===== src/rtl/adc_supply_and_battery_monitor_core_defines.svh =====
// ---------------------------------------------------------------------------
// Assertion macros for the supply and battery monitor
// Shared concurrent-assertion wrappers, clocked on clk and disabled in reset.
// ---------------------------------------------------------------------------
`ifndef ADC_SUPPLY_AND_BATTERY_MONITOR_CORE_DEFINES_SVH
`define ADC_SUPPLY_AND_BATTERY_MONITOR_CORE_DEFINES_SVH

// same-cycle implication
`define ASBM_ASSERT_IMP(lbl, ante, cons, msg) \
  lbl: assert property (@(posedge clk) disable iff (rst) (ante) |-> (cons)) else $error(msg);

// next-cycle implication
`define ASBM_ASSERT_NXT(lbl, ante, cons, msg) \
  lbl: assert property (@(posedge clk) disable iff (rst) (ante) |=> (cons)) else $error(msg);

`endif


===== src/rtl/asbm_pkg.sv =====
// ---------------------------------------------------------------------------
// asbm_pkg
// Constants, register codes and controller/datapath interface types.
// ---------------------------------------------------------------------------
package asbm_pkg;

  localparam int ADC_BITS_DEF = 10;
  localparam int VREF_W       = 12;
  localparam int MV_W         = 16;
  localparam int CNT_W        = 8;
  localparam int POS_W        = 9;
  localparam int CFG_AW       = 2;
  localparam int CFG_DW       = 12;

  localparam logic [CFG_AW-1:0] CFG_DISCARD = 2'd0;
  localparam logic [CFG_AW-1:0] CFG_AVERAGE = 2'd1;
  localparam logic [CFG_AW-1:0] CFG_VREF    = 2'd2;

  localparam logic [CNT_W-1:0]  DISCARD_RST = 8'd8;
  localparam logic [CNT_W-1:0]  AVERAGE_RST = 8'd8;
  localparam logic [VREF_W-1:0] VREF_RST    = 12'd1100;

  localparam logic [MV_W-1:0]   MV_SAT      = 16'hFFFF;

  typedef struct packed {
    logic accept;       // input request taken this cycle
    logic div_start;    // launch the divider
    logic div_vcc;      // 0: sum / count, 1: (vref << ADC_BITS) / average
    logic avg_load;     // capture the average from the divider
    logic mul_load;     // capture average * stored Vcc
    logic result_load;  // load the output register
  } asbm_cmd_t;

  typedef struct packed {
    logic run_end;      // the offered sample closes the open run
    logic avg_zero;
    logic run_mode;
    logic div_done;
    logic out_full;     // output register busy this cycle
  } asbm_stat_t;

endpackage


===== src/rtl/asbm_div.sv =====
// ---------------------------------------------------------------------------
// asbm_div
// Restoring unsigned divider, one quotient bit per cycle.
// ---------------------------------------------------------------------------
module asbm_div #(
  parameter int NW = 22,
  parameter int DW = 10
) (
  input  logic          clk,
  input  logic          rst,
  input  logic          start,
  input  logic [NW-1:0] num,
  input  logic [DW-1:0] den,
  output logic [NW-1:0] quo,
  output logic          done
);

  localparam int CW = $clog2(NW + 1);
  localparam logic [CW-1:0] STEPS = CW'(NW);

  logic [DW-1:0] rem;
  logic [DW-1:0] den_r;
  logic [CW-1:0] cnt;

  logic [DW:0]   shifted;
  logic [DW+1:0] diff;
  logic          ge;

  always_comb begin
    shifted = {rem, quo[NW-1]};
    diff    = {1'b0, shifted} - {2'b00, den_r};
    ge      = !diff[DW+1];
  end

  always_ff @(posedge clk) begin
    if (rst) begin
      cnt  <= '0;
      done <= 1'b0;
    end else if (start) begin
      cnt  <= STEPS;
      done <= 1'b0;
    end else if (cnt != '0) begin
      cnt  <= cnt - CW'(1);
      done <= (cnt == CW'(1));
    end
  end

  always_ff @(posedge clk) begin
    if (start) begin
      rem   <= '0;
      quo   <= num;
      den_r <= den;
    end else if (cnt != '0) begin
      rem <= ge ? diff[DW-1:0] : shifted[DW-1:0];
      quo <= {quo[NW-2:0], ge};
    end
  end

endmodule


===== src/rtl/asbm_datapath.sv =====
// ---------------------------------------------------------------------------
// asbm_datapath
// Configuration, run accumulation, divider, multiplier and output register.
// ---------------------------------------------------------------------------
module asbm_datapath
  import asbm_pkg::*;
#(
  parameter int ADC_BITS = ADC_BITS_DEF
) (
  input  logic                clk,
  input  logic                rst,
  input  logic                cfg_we,
  input  logic [CFG_AW-1:0]   cfg_addr,
  input  logic [CFG_DW-1:0]   cfg_wdata,
  input  logic [ADC_BITS-1:0] sample,
  input  logic                mode,
  input  logic                start_req,
  input  logic                out_ready,
  input  asbm_cmd_t           cmd,
  output asbm_stat_t          stat,
  output logic                out_valid,
  output logic [MV_W-1:0]     out_mv,
  output logic                out_mode,
  output logic                out_err
);

  localparam int SW = ADC_BITS + CNT_W;   // run sum
  localparam int NW = ADC_BITS + VREF_W;  // divider numerator
  localparam int DW = ADC_BITS;           // divider denominator
  localparam int PW = ADC_BITS + MV_W;    // product

  logic [CNT_W-1:0]    discard_count;
  logic [CNT_W-1:0]    average_count;
  logic [VREF_W-1:0]   vref_mv;

  logic                run_active;
  logic [POS_W-1:0]    run_position;
  logic [SW-1:0]       sample_sum;
  logic                run_mode;
  logic [MV_W-1:0]     stored_vcc_mv;
  logic [ADC_BITS-1:0] avg;
  logic [PW-1:0]       prod;

  logic [CNT_W-1:0]    cnt_eff;
  logic                active_eff;
  logic [POS_W-1:0]    pos_eff;
  logic [SW-1:0]       sum_eff;
  logic [POS_W-1:0]    pos_next;
  logic [POS_W-1:0]    end_pos;

  logic [NW-1:0]       div_num;
  logic [DW-1:0]       div_den;
  logic [NW-1:0]       div_quo;
  logic                div_done;

  logic [MV_W-1:0]     mv_next;
  logic                err_next;

  assign cnt_eff = (average_count == '0) ? CNT_W'(1) : average_count;

  always_comb begin
    active_eff = start_req | run_active;
    pos_eff    = start_req ? '0 : run_position;
    sum_eff    = start_req ? '0 : sample_sum;
    pos_next   = pos_eff + POS_W'(1);
    end_pos    = {1'b0, discard_count} + {1'b0, cnt_eff};
  end

  always_ff @(posedge clk) begin
    if (rst) begin
      discard_count <= DISCARD_RST;
      average_count <= AVERAGE_RST;
      vref_mv       <= VREF_RST;
    end else if (cfg_we) begin
      unique case (cfg_addr)
        CFG_DISCARD: discard_count <= cfg_wdata[CNT_W-1:0];
        CFG_AVERAGE: average_count <= cfg_wdata[CNT_W-1:0];
        CFG_VREF:    vref_mv       <= cfg_wdata[VREF_W-1:0];
        default:     ;
      endcase
    end
  end

  // run bookkeeping; a start request abandons whatever run is open
  always_ff @(posedge clk) begin
    if (rst) begin
      run_active   <= 1'b0;
      run_position <= '0;
      sample_sum   <= '0;
      run_mode     <= 1'b0;
    end else if (cmd.accept && active_eff) begin
      if (start_req) begin
        run_mode <= mode;
      end
      run_position <= pos_next;
      sample_sum   <= (pos_eff >= {1'b0, discard_count}) ?
                      sum_eff + SW'(sample) : sum_eff;
      run_active   <= (pos_next != end_pos);
    end
  end

  assign div_num = cmd.div_vcc ? {vref_mv, {ADC_BITS{1'b0}}} : NW'(sample_sum);
  assign div_den = cmd.div_vcc ? avg : DW'(cnt_eff);

  asbm_div #(
    .NW(NW),
    .DW(DW)
  ) u_div (
    .clk  (clk),
    .rst  (rst),
    .start(cmd.div_start),
    .num  (div_num),
    .den  (div_den),
    .quo  (div_quo),
    .done (div_done)
  );

  always_ff @(posedge clk) begin
    if (cmd.avg_load) begin
      avg <= div_quo[ADC_BITS-1:0];
    end
    if (cmd.mul_load) begin
      prod <= PW'(avg) * PW'(stored_vcc_mv);
    end
  end

  always_comb begin
    if (avg == '0) begin
      mv_next  = MV_SAT;
      err_next = 1'b1;
    end else if (!run_mode) begin
      if (div_quo[NW-1:MV_W] != '0) begin
        mv_next  = MV_SAT;
        err_next = 1'b1;
      end else begin
        mv_next  = div_quo[MV_W-1:0];
        err_next = 1'b0;
      end
    end else begin
      mv_next  = prod[PW-1:ADC_BITS];
      err_next = 1'b0;
    end
  end

  always_ff @(posedge clk) begin
    if (rst) begin
      stored_vcc_mv <= '0;
      out_valid     <= 1'b0;
    end else begin
      if (cmd.result_load) begin
        out_valid <= 1'b1;
        if (!run_mode) begin
          stored_vcc_mv <= mv_next;
        end
      end else if (out_ready) begin
        out_valid <= 1'b0;
      end
    end
  end

  always_ff @(posedge clk) begin
    if (cmd.result_load) begin
      out_mv   <= mv_next;
      out_mode <= run_mode;
      out_err  <= err_next;
    end
  end

  always_comb begin
    stat.run_end  = active_eff && (pos_next == end_pos);
    stat.avg_zero = (avg == '0);
    stat.run_mode = run_mode;
    stat.div_done = div_done;
    stat.out_full = out_valid && !out_ready;
  end

endmodule


===== src/rtl/asbm_ctrl.sv =====
// ---------------------------------------------------------------------------
// asbm_ctrl
// Sequencer: takes samples, then runs the end-of-run arithmetic.
// ---------------------------------------------------------------------------
module asbm_ctrl
  import asbm_pkg::*;
(
  input  logic       clk,
  input  logic       rst,
  input  logic       in_valid,
  output logic       in_ready,
  input  asbm_stat_t stat,
  output asbm_cmd_t  cmd
);

  typedef enum logic [2:0] {
    S_IDLE,
    S_AVG_START,
    S_AVG_WAIT,
    S_OP,
    S_VCC_WAIT,
    S_DONE
  } state_t;

  state_t state;
  state_t state_next;

  always_comb begin
    cmd        = '0;
    state_next = state;
    in_ready   = 1'b0;
    unique case (state)
      S_IDLE: begin
        in_ready   = 1'b1;
        cmd.accept = in_valid;
        if (in_valid && stat.run_end) begin
          state_next = S_AVG_START;
        end
      end
      S_AVG_START: begin
        cmd.div_start = 1'b1;
        state_next    = S_AVG_WAIT;
      end
      S_AVG_WAIT: begin
        if (stat.div_done) begin
          cmd.avg_load = 1'b1;
          state_next   = S_OP;
        end
      end
      S_OP: begin
        if (stat.avg_zero) begin
          state_next = S_DONE;
        end else if (!stat.run_mode) begin
          cmd.div_start = 1'b1;
          cmd.div_vcc   = 1'b1;
          state_next    = S_VCC_WAIT;
        end else begin
          cmd.mul_load = 1'b1;
          state_next   = S_DONE;
        end
      end
      S_VCC_WAIT: begin
        if (stat.div_done) begin
          state_next = S_DONE;
        end
      end
      S_DONE: begin
        // hold until the output register frees up
        if (!stat.out_full) begin
          cmd.result_load = 1'b1;
          state_next      = S_IDLE;
        end
      end
      default: state_next = S_IDLE;
    endcase
  end

  always_ff @(posedge clk) begin
    if (rst) begin
      state <= S_IDLE;
    end else begin
      state <= state_next;
    end
  end

endmodule


===== src/rtl/adc_supply_and_battery_monitor_core.sv =====
// ---------------------------------------------------------------------------
// adc_supply_and_battery_monitor_core
// Averages runs of ADC samples and converts them to Vcc or battery millivolts.
// ---------------------------------------------------------------------------
// A request with tuser[1] (start) set opens a run and latches tuser[0] (mode).
// The first discard_count samples of a run are dropped and the next
// average_count are summed; the request that closes the run yields one result.
// Mode 0 gives Vcc = 2^ADC_BITS * vref_mv / average and keeps it; mode 1 gives
// average * stored Vcc / 2^ADC_BITS. A zero average or an overflow returns
// 65535 with the error flag. Samples inside a run are taken back to back. On
// the closing sample the bit-serial divider computes first the average and
// then, in mode 0, the Vcc quotient; mode 1 instead multiplies the average by
// the stored Vcc, and a zero average skips both. The result then waits while
// the output register still holds a result that is not being taken; no
// request is taken meanwhile. A finished result sits in the output register
// while new samples are taken.
// ---------------------------------------------------------------------------
`include "adc_supply_and_battery_monitor_core_defines.svh"

module adc_supply_and_battery_monitor_core
  import asbm_pkg::*;
#(
  parameter  int ADC_BITS = ADC_BITS_DEF,
  localparam int IN_TDW   = ((ADC_BITS + 7) / 8) * 8
) (
  input  logic              clk,
  input  logic              rst,
  input  logic              cfg_we,
  input  logic [CFG_AW-1:0] cfg_addr,
  input  logic [CFG_DW-1:0] cfg_wdata,
  input  logic              s_axis_tvalid,
  output logic              s_axis_tready,
  input  logic [IN_TDW-1:0] s_axis_tdata,   // sample
  input  logic [1:0]        s_axis_tuser,   // mode, start_req
  output logic              m_axis_tvalid,
  input  logic              m_axis_tready,
  output logic [MV_W-1:0]   m_axis_tdata,   // millivolts
  output logic [1:0]        m_axis_tuser    // result_mode, error
);

  asbm_cmd_t  cmd;
  asbm_stat_t stat;
  logic       out_mode;
  logic       out_err;

  asbm_ctrl u_ctrl (
    .clk     (clk),
    .rst     (rst),
    .in_valid(s_axis_tvalid),
    .in_ready(s_axis_tready),
    .stat    (stat),
    .cmd     (cmd)
  );

  asbm_datapath #(
    .ADC_BITS(ADC_BITS)
  ) u_dp (
    .clk      (clk),
    .rst      (rst),
    .cfg_we   (cfg_we),
    .cfg_addr (cfg_addr),
    .cfg_wdata(cfg_wdata),
    .sample   (s_axis_tdata[ADC_BITS-1:0]),
    .mode     (s_axis_tuser[0]),
    .start_req(s_axis_tuser[1]),
    .out_ready(m_axis_tready),
    .cmd      (cmd),
    .stat     (stat),
    .out_valid(m_axis_tvalid),
    .out_mv   (m_axis_tdata),
    .out_mode (out_mode),
    .out_err  (out_err)
  );

  assign m_axis_tuser = {out_err, out_mode};

  `ASBM_ASSERT_NXT(a_close_blocks_input, cmd.accept && stat.run_end, !s_axis_tready,
                   "input still ready after the closing sample of a run")
  `ASBM_ASSERT_IMP(a_result_from_load, $rose(m_axis_tvalid), $past(cmd.result_load),
                   "output valid rose without a result load")

endmodule

===== config.mk =====
export PLATFORM = sky130hd
export DESIGN_NAME = adc_supply_and_battery_monitor_core
export DESIGN_NICKNAME = d
export VERILOG_FILES = /design/src/rtl/asbm_pkg.sv /design/src/rtl/asbm_div.sv /design/src/rtl/asbm_datapath.sv /design/src/rtl/asbm_ctrl.sv /design/src/rtl/adc_supply_and_battery_monitor_core.sv
export VERILOG_INCLUDE_DIRS = /design/src /design/src/rtl
export SDC_FILE = /design/constraint.sdc
export NUM_CORES = 1
export LEC_CHECK = 0
export ABC_AREA = 1
export BUFFER_PORTS_ARGS = -buffer_cell sky130_fd_sc_hd__buf_4
export CORE_MARGIN = 4
export CORE_UTILIZATION = 50
export DETAILED_ROUTE_END_ITERATION = 16
export PLACE_DENSITY_LB_ADDON = 0.2
export SYNTH_ARGS = -nofsm -noshare
export SYNTH_HDL_FRONTEND = slang
export SYNTH_SLANG_ARGS = --single-unit

===== constraint.sdc =====
create_clock -name clk -period 9.2 [get_ports clk]
set_input_delay 1.84 -clock clk [delete_from_list [all_inputs] [get_ports clk]]
set_output_delay 1.84 -clock clk [all_outputs]
set_load 0.005 [all_outputs]

# Yosys cells after proc, flatten, opt, wreduce, memory -nomap -nowiden
# Index checks and enable logic that the tools add are counted.
classes:
  add_sub_neg: 5
  n_mul: 1
  magnitude_cmp: 1
  n_eq_ne: 14
  muxes: 38
  bitwise_logic: 2
  n_reduce_logical: 21
ops:
  columns: ["cell", "n"]
  rows:
  - ["$mux W22", 3]
  - ["$mux W16", 3]
  - ["$mux W18", 2]
  - ["$mul A10 B16 Y26", 1]
  - ["$add A18 B10 Y18", 1]
  - ["$pmux W3 S6", 1]
  - ["$mux W1", 16]
  - ["$mux W8", 2]
  - ["$mux W3", 4]
  - ["$sub A11 B10 Y12", 1]
  - ["$logic_not A10 Y1", 1]
  - ["$mux W10", 1]
  - ["$mux W5", 2]
  - ["$reduce_and A2 Y1", 5]
  - ["$add A8 B8 Y9", 1]
  - ["$add A9 B1 Y9 const B", 1]
  - ["$eq A9 B9 Y1", 1]
  - ["$ge A9 B8 Y1", 1]
  - ["$mux W9", 1]
  - ["$ne A9 B9 Y1", 1]
  - ["$logic_not A8 Y1", 1]
  - ["$eq A3 B2 Y1 const B", 2]
  - ["$eq A3 B3 Y1 const B", 2]
  - ["$ne A2 B1 Y1 const B", 3]
  - ["19 further kinds", 25]
totals:
  reg_bits: 179
  input_bits: 37
  out_inout_bits: 20
  word_cells: 104

# Depth between registers and ports, before layout
depth:
  word_depth: 8
  ltp_mapped: 23

# Modules after synthesis
# A second synthesis with hierarchy kept.
hier_totals:
  cells_unflattened: 1998
  hier_area_um2: 14687.8
modules_own_cells:
  columns: ["module", "instances", "cells_per_inst", "area_per_inst_um2"]
  rows:
  - ["asbm_datapath", 1, 1638, 11837.6]
  - ["asbm_div", 1, 317, 2597.5]
  - ["asbm_ctrl", 1, 41, 237.7]
  - ["adc_supply_and_battery_monitor_core", 1, 2, 15.0]

# Worst setup path before layout
# No wires, ideal clock.
synth_timing:
  kind: "reg-to-reg"
  start: "reg u_dp.avg[2]"
  end: "reg u_dp.prod[21], data pin"
  setup_ps: 262
  t_arrival_ps: 5039
  setup_slack_ps: 3899
  stages_incl_launch_ff: 23
  path_buffers: 2
  path_cell_list: "edfxtp_1 > clkbuf_1 > clkbuf_1 > nand2_1 > fa_1 > inv_1 > fa_1 > inv_1 > fa_1 > inv_1 > fa_1 > inv_1 > fa_1 > inv_1 > ha_1 > a21oi_1 > o21ai_0 > nand2_1 > nand3_1 > o21bai_2 > a21oi_1 > o21ai_1 > xor2_1"
synth_between:
  elab_chain_len: 1
synth_lines:
  columns: ["element", "line_no", "source"]
  rows:
  - ["start, declared", "asbm_datapath.sv:41", "logic [ADC_BITS-1:0] avg;"]
  - ["start signal, assigned", "asbm_datapath.sv:120", "avg <= div_quo[ADC_BITS-1:0];"]
  - ["$mul A10 B16 Y26", "asbm_datapath.sv:123", "prod <= PW'(avg) * PW'(stored_vcc_mv);"]
  - ["end signal, assigned", "asbm_datapath.sv:123", null]
  - ["end, declared", "asbm_datapath.sv:42", "logic [PW-1:0] prod;"]
# No other way between the ends.
# A chain may end at the register's enable or synchronous reset.

# Final worst setup path
# Same ends and word-level chain as after synthesis.

==> metrics <==
crit path time final about 5.7 ns; final wirelength between 30,000 and 40,000 um; worst IR drop on VDD about 150 uV; Avg Cell Area, Syn about 7.8 sq um; max frequency 175.1 MHz; run status completed; share of flip-flops with an asynchronous set or reset 0; initial antenna violation count 0; worst r2r src u_dp.avg[2]$_DFFE_PP_; first-pass GRT wire length between 50,000 and 60,000 um; CP endpoint kind register; drt first pass iters 5; clk buf depth 2; Filler cells 2,635; Post-synth top flop dfxtp_1; Nets roughly 2,100; top-area cell type share of the netlist area 0.1593; post-DP HPWL roughly 25,000 um; Chip Width 177.3 um; Area growth syn-to-layout 8.016%; Synth Area in Compound Gates 0.1289; Worst-path clk slew roughly 0.07 ns; critical path launch point type register; ANT nets after route 0; worst slew pin tran about 1.0 ns; NetSw 0.001407 W; hold depth 1; Residual DRC 0; number of synthesis warnings 0; die area 31,430 sq um; Diodes inserted 0; Initial Utilization 0.5115; final hold vios 0; Vert. Die Dim ~180 um; via count roughly 11,000; Core Rows 61; number of global-route vias before repair ~11,000; hold_sp u_dp.sample_sum[11]$_SDFFE_PP0P_; cts repair resizes 0; RSZ-0062 raised after global routing no; Clock Latency Late Sink roughly 0.43 ns; largest net degree at the start of global routing 53; RePlAce Congestion roughly 0.88; top post-synthesis cells by area edfxtp_1, fa_1, dfxtp_1, nand2_1, inv_1; Synth Cell Area between 10,000 and 15,000 sq um; Worst Hold End u_dp.sample_sum[11]$_SDFFE_PP0P_; RR Endpoint u_dp.prod[21]$_DFFE_PP_; Post-synth top cells nand2_1, inv_1, nor2_1, fa_1, a21oi_1; pre-CTS setup slack roughly 3.5 ns; Clock Skews 0.006776 ns; LEAKAGE 7.969 nW; IO Pins 57; hold_buf cts 0; R2R depth 20; switch share 0.4120; Setup violations, final 0; CP max FO 18; share of cells above drive strength 1 0.08587; Gate power share 0.445; setup ws final 3.488 ns; number of enable flip-flop cells after synthesis between 70 and 80; CTS buffer count 17; Netlist cell types 56; IO buf count 50; multi-input logic area about 8300 sq um; CTS tree yes; Std-Cell Core Area between 20,000 and 30,000 sq um; Register Area 4144 sq um; most frequent cell after synthesis nand2_1; TritonCTS Sinks between 150 and 200; Post-CTS Setup Inserts 0; post-synthesis sequential area ratio 0.2892; aggregate global routing overflow 0; Slew Viols, Final 0; Synth Instances approximately 1,800; clock share of power 0.221; HP Class reg2reg; # H-tree levels 4; worst rel slew slack 0.3062; 1st-iter DRT viols between 700 and 800; WP data required 9.37 ns; Seq pwr share 0.334; GRT Util Overall 0.2161; WL/cell 14.92 um; Vias/cell 5.155; mux contribution to synthesized area 0; post-synth top area cell edfxtp_1; Worst Path Arrival between 5 and 6 ns; Power Dens Cells about 220 nW/um^2; post-synthesis xor/xnor area fraction 0.02139; internal power roughly 0.0020 W; setup TNS 0 ns; clk root buf clkbuf_16; R2R setup slack approximately 3.5 ns; #FFs+latches synth around 170; Util after Layout 0.5526; Post-Synth Adder-Cell Area 0.2429; simple-gate share of the synthesized area 0.1877; syn_nets 2,076; WS Path Type reg2reg; main combinational cell family by area after synthesis adder cells; Max Cap Viol 0; crit share post-route 0.6209
-- cell usage in the layout, fill, tap and decap left out, types with 49 or more instances in the layout --
cell / instances
inv_1: 376
edfxtp_1: 76
fa_1: 112
o21ai_0: 81
o21ai_1: 49
ha_1: 99
nand3_1: 52
a21oi_1: 110
buf_4: 57
dfxtp_1: 93
nor2_1: 123
nand2_1: 384
-- registers in the layout (all words and copies together) (netlist names), 12 cells and up --
| name | flops |
|---|---|
| u_dp.vref_mv | 12 |
| u_dp.stored_vcc_mv | 16 |
| u_dp.prod | 16 |
| u_dp.u_div.quo | 22 |
| u_dp.out_mv | 16 |
| u_dp.sample_sum | 18 |
-- critical path, cell delays in order, from the launching register on --
cell and delay [ns]:
edfxtp_1 0.87, nand2_1 0.17, fa_1 0.53, inv_1 0.05
fa_1 0.49, inv_1 0.05, fa_1 0.48, inv_1 0.06
fa_1 0.54, inv_1 0.06, fa_1 0.53, inv_1 0.04
ha_1 0.31, a21oi_1 0.14, o21ai_0 0.13, nand2_1 0.08
nand3_1 0.05, o21bai_2 0.23, a21oi_1 0.34, o21ai_1 0.12
xor2_1 0.16
-- power by group through the flow --
stage | clock [W] | combinational [W] | sequential, W
final | 0.000755 | 0.00152 | 0.00114
after floorplan | 0 | 0.00121 | 0.00109
after CTS | 0.000765 | 0.00153 | 0.00114
after global routing | 0.000797 | 0.00175 | 0.00116
after detailed placement | 0 | 0.00151 | 0.00115
after global placement | 0 | 0.00147 | 0.00115
-- worst max path at each step --
stage / depth (start not counted) / to / slack, ns / start
6_report: 20 / u_dp.prod[21]$_DFFE_PP_ / 3.49 / u_dp.avg[2]$_DFFE_PP_
5_1_grt: 20 / u_dp.prod[25]$_DFFE_PP_ / 3.11 / u_dp.avg[2]$_DFFE_PP_
4_1_cts: 20 / u_dp.prod[21]$_DFFE_PP_ / 3.47 / u_dp.avg[2]$_DFFE_PP_
3_5_place_dp: 20 / u_dp.prod[21]$_DFFE_PP_ / 3.49 / u_dp.avg[2]$_DFFE_PP_
3_3_place_gp: 20 / u_dp.prod[21]$_DFFE_PP_ / 3.57 / u_dp.avg[3]$_DFFE_PP_
2_1_floorplan: 22 / u_dp.prod[21]$_DFFE_PP_ / 3.90 / u_dp.avg[2]$_DFFE_PP_
-- logic make-up (layout without fill, tap and decap cells) --
| logic type | count (synthesis) | after routing |
|---|---|---|
| buffers and inverters | 474 | 486 |
| adders and majority gates | 211 | 211 |
| and+or+nand+nor | 628 | 628 |
| DFF | 169 | 169 |
| xor gates and xnor gates | 35 | 35 |
| AOI/OAI and AO/OA | 311 | 311 |
-- through the flow --
| step | instances | instance area, sq um | total power, W | hold WS (ns) |
|---|---|---|---|---|
| floorplan | 1828 | 14330 | 0.002301 | 0.4116 |
| global route | 2218 | 15480 | 0.003705 | 0.4556 |
| CTS | 2218 | 15480 | 0.003430 | 0.4434 |
| global placement | 2186 | 14860 | 0.002624 | 0.4267 |
| finish | 2218 | 15480 | 0.003415 | 0.4448 |
| detailed placement | 2186 | 14860 | 0.002667 | 0.4330 |
-- layer usage --
layer / vias to the layer above / share of wire / global-route usage
met5: - / 0 / 0
met4: 0 / 0.023 / 0.06252
met3: 47 / 0.051 / 0.02991
met2: 262 / 0.45 / 0.3459
met1: 5385 / 0.48 / 0.3081
li1: 5739 / - / -
-- cell type report --
cell class,instances,share of cell area
multi-input combinational,1185,0.5379
inverter,397,0.09636
timing repair buffer,57,0.02765
clock inverter,10,0.009054
clock buffer,22,0.03072
tap,378,0.03056
sequential,169,0.2677
(Power assumes the default switching activity.)
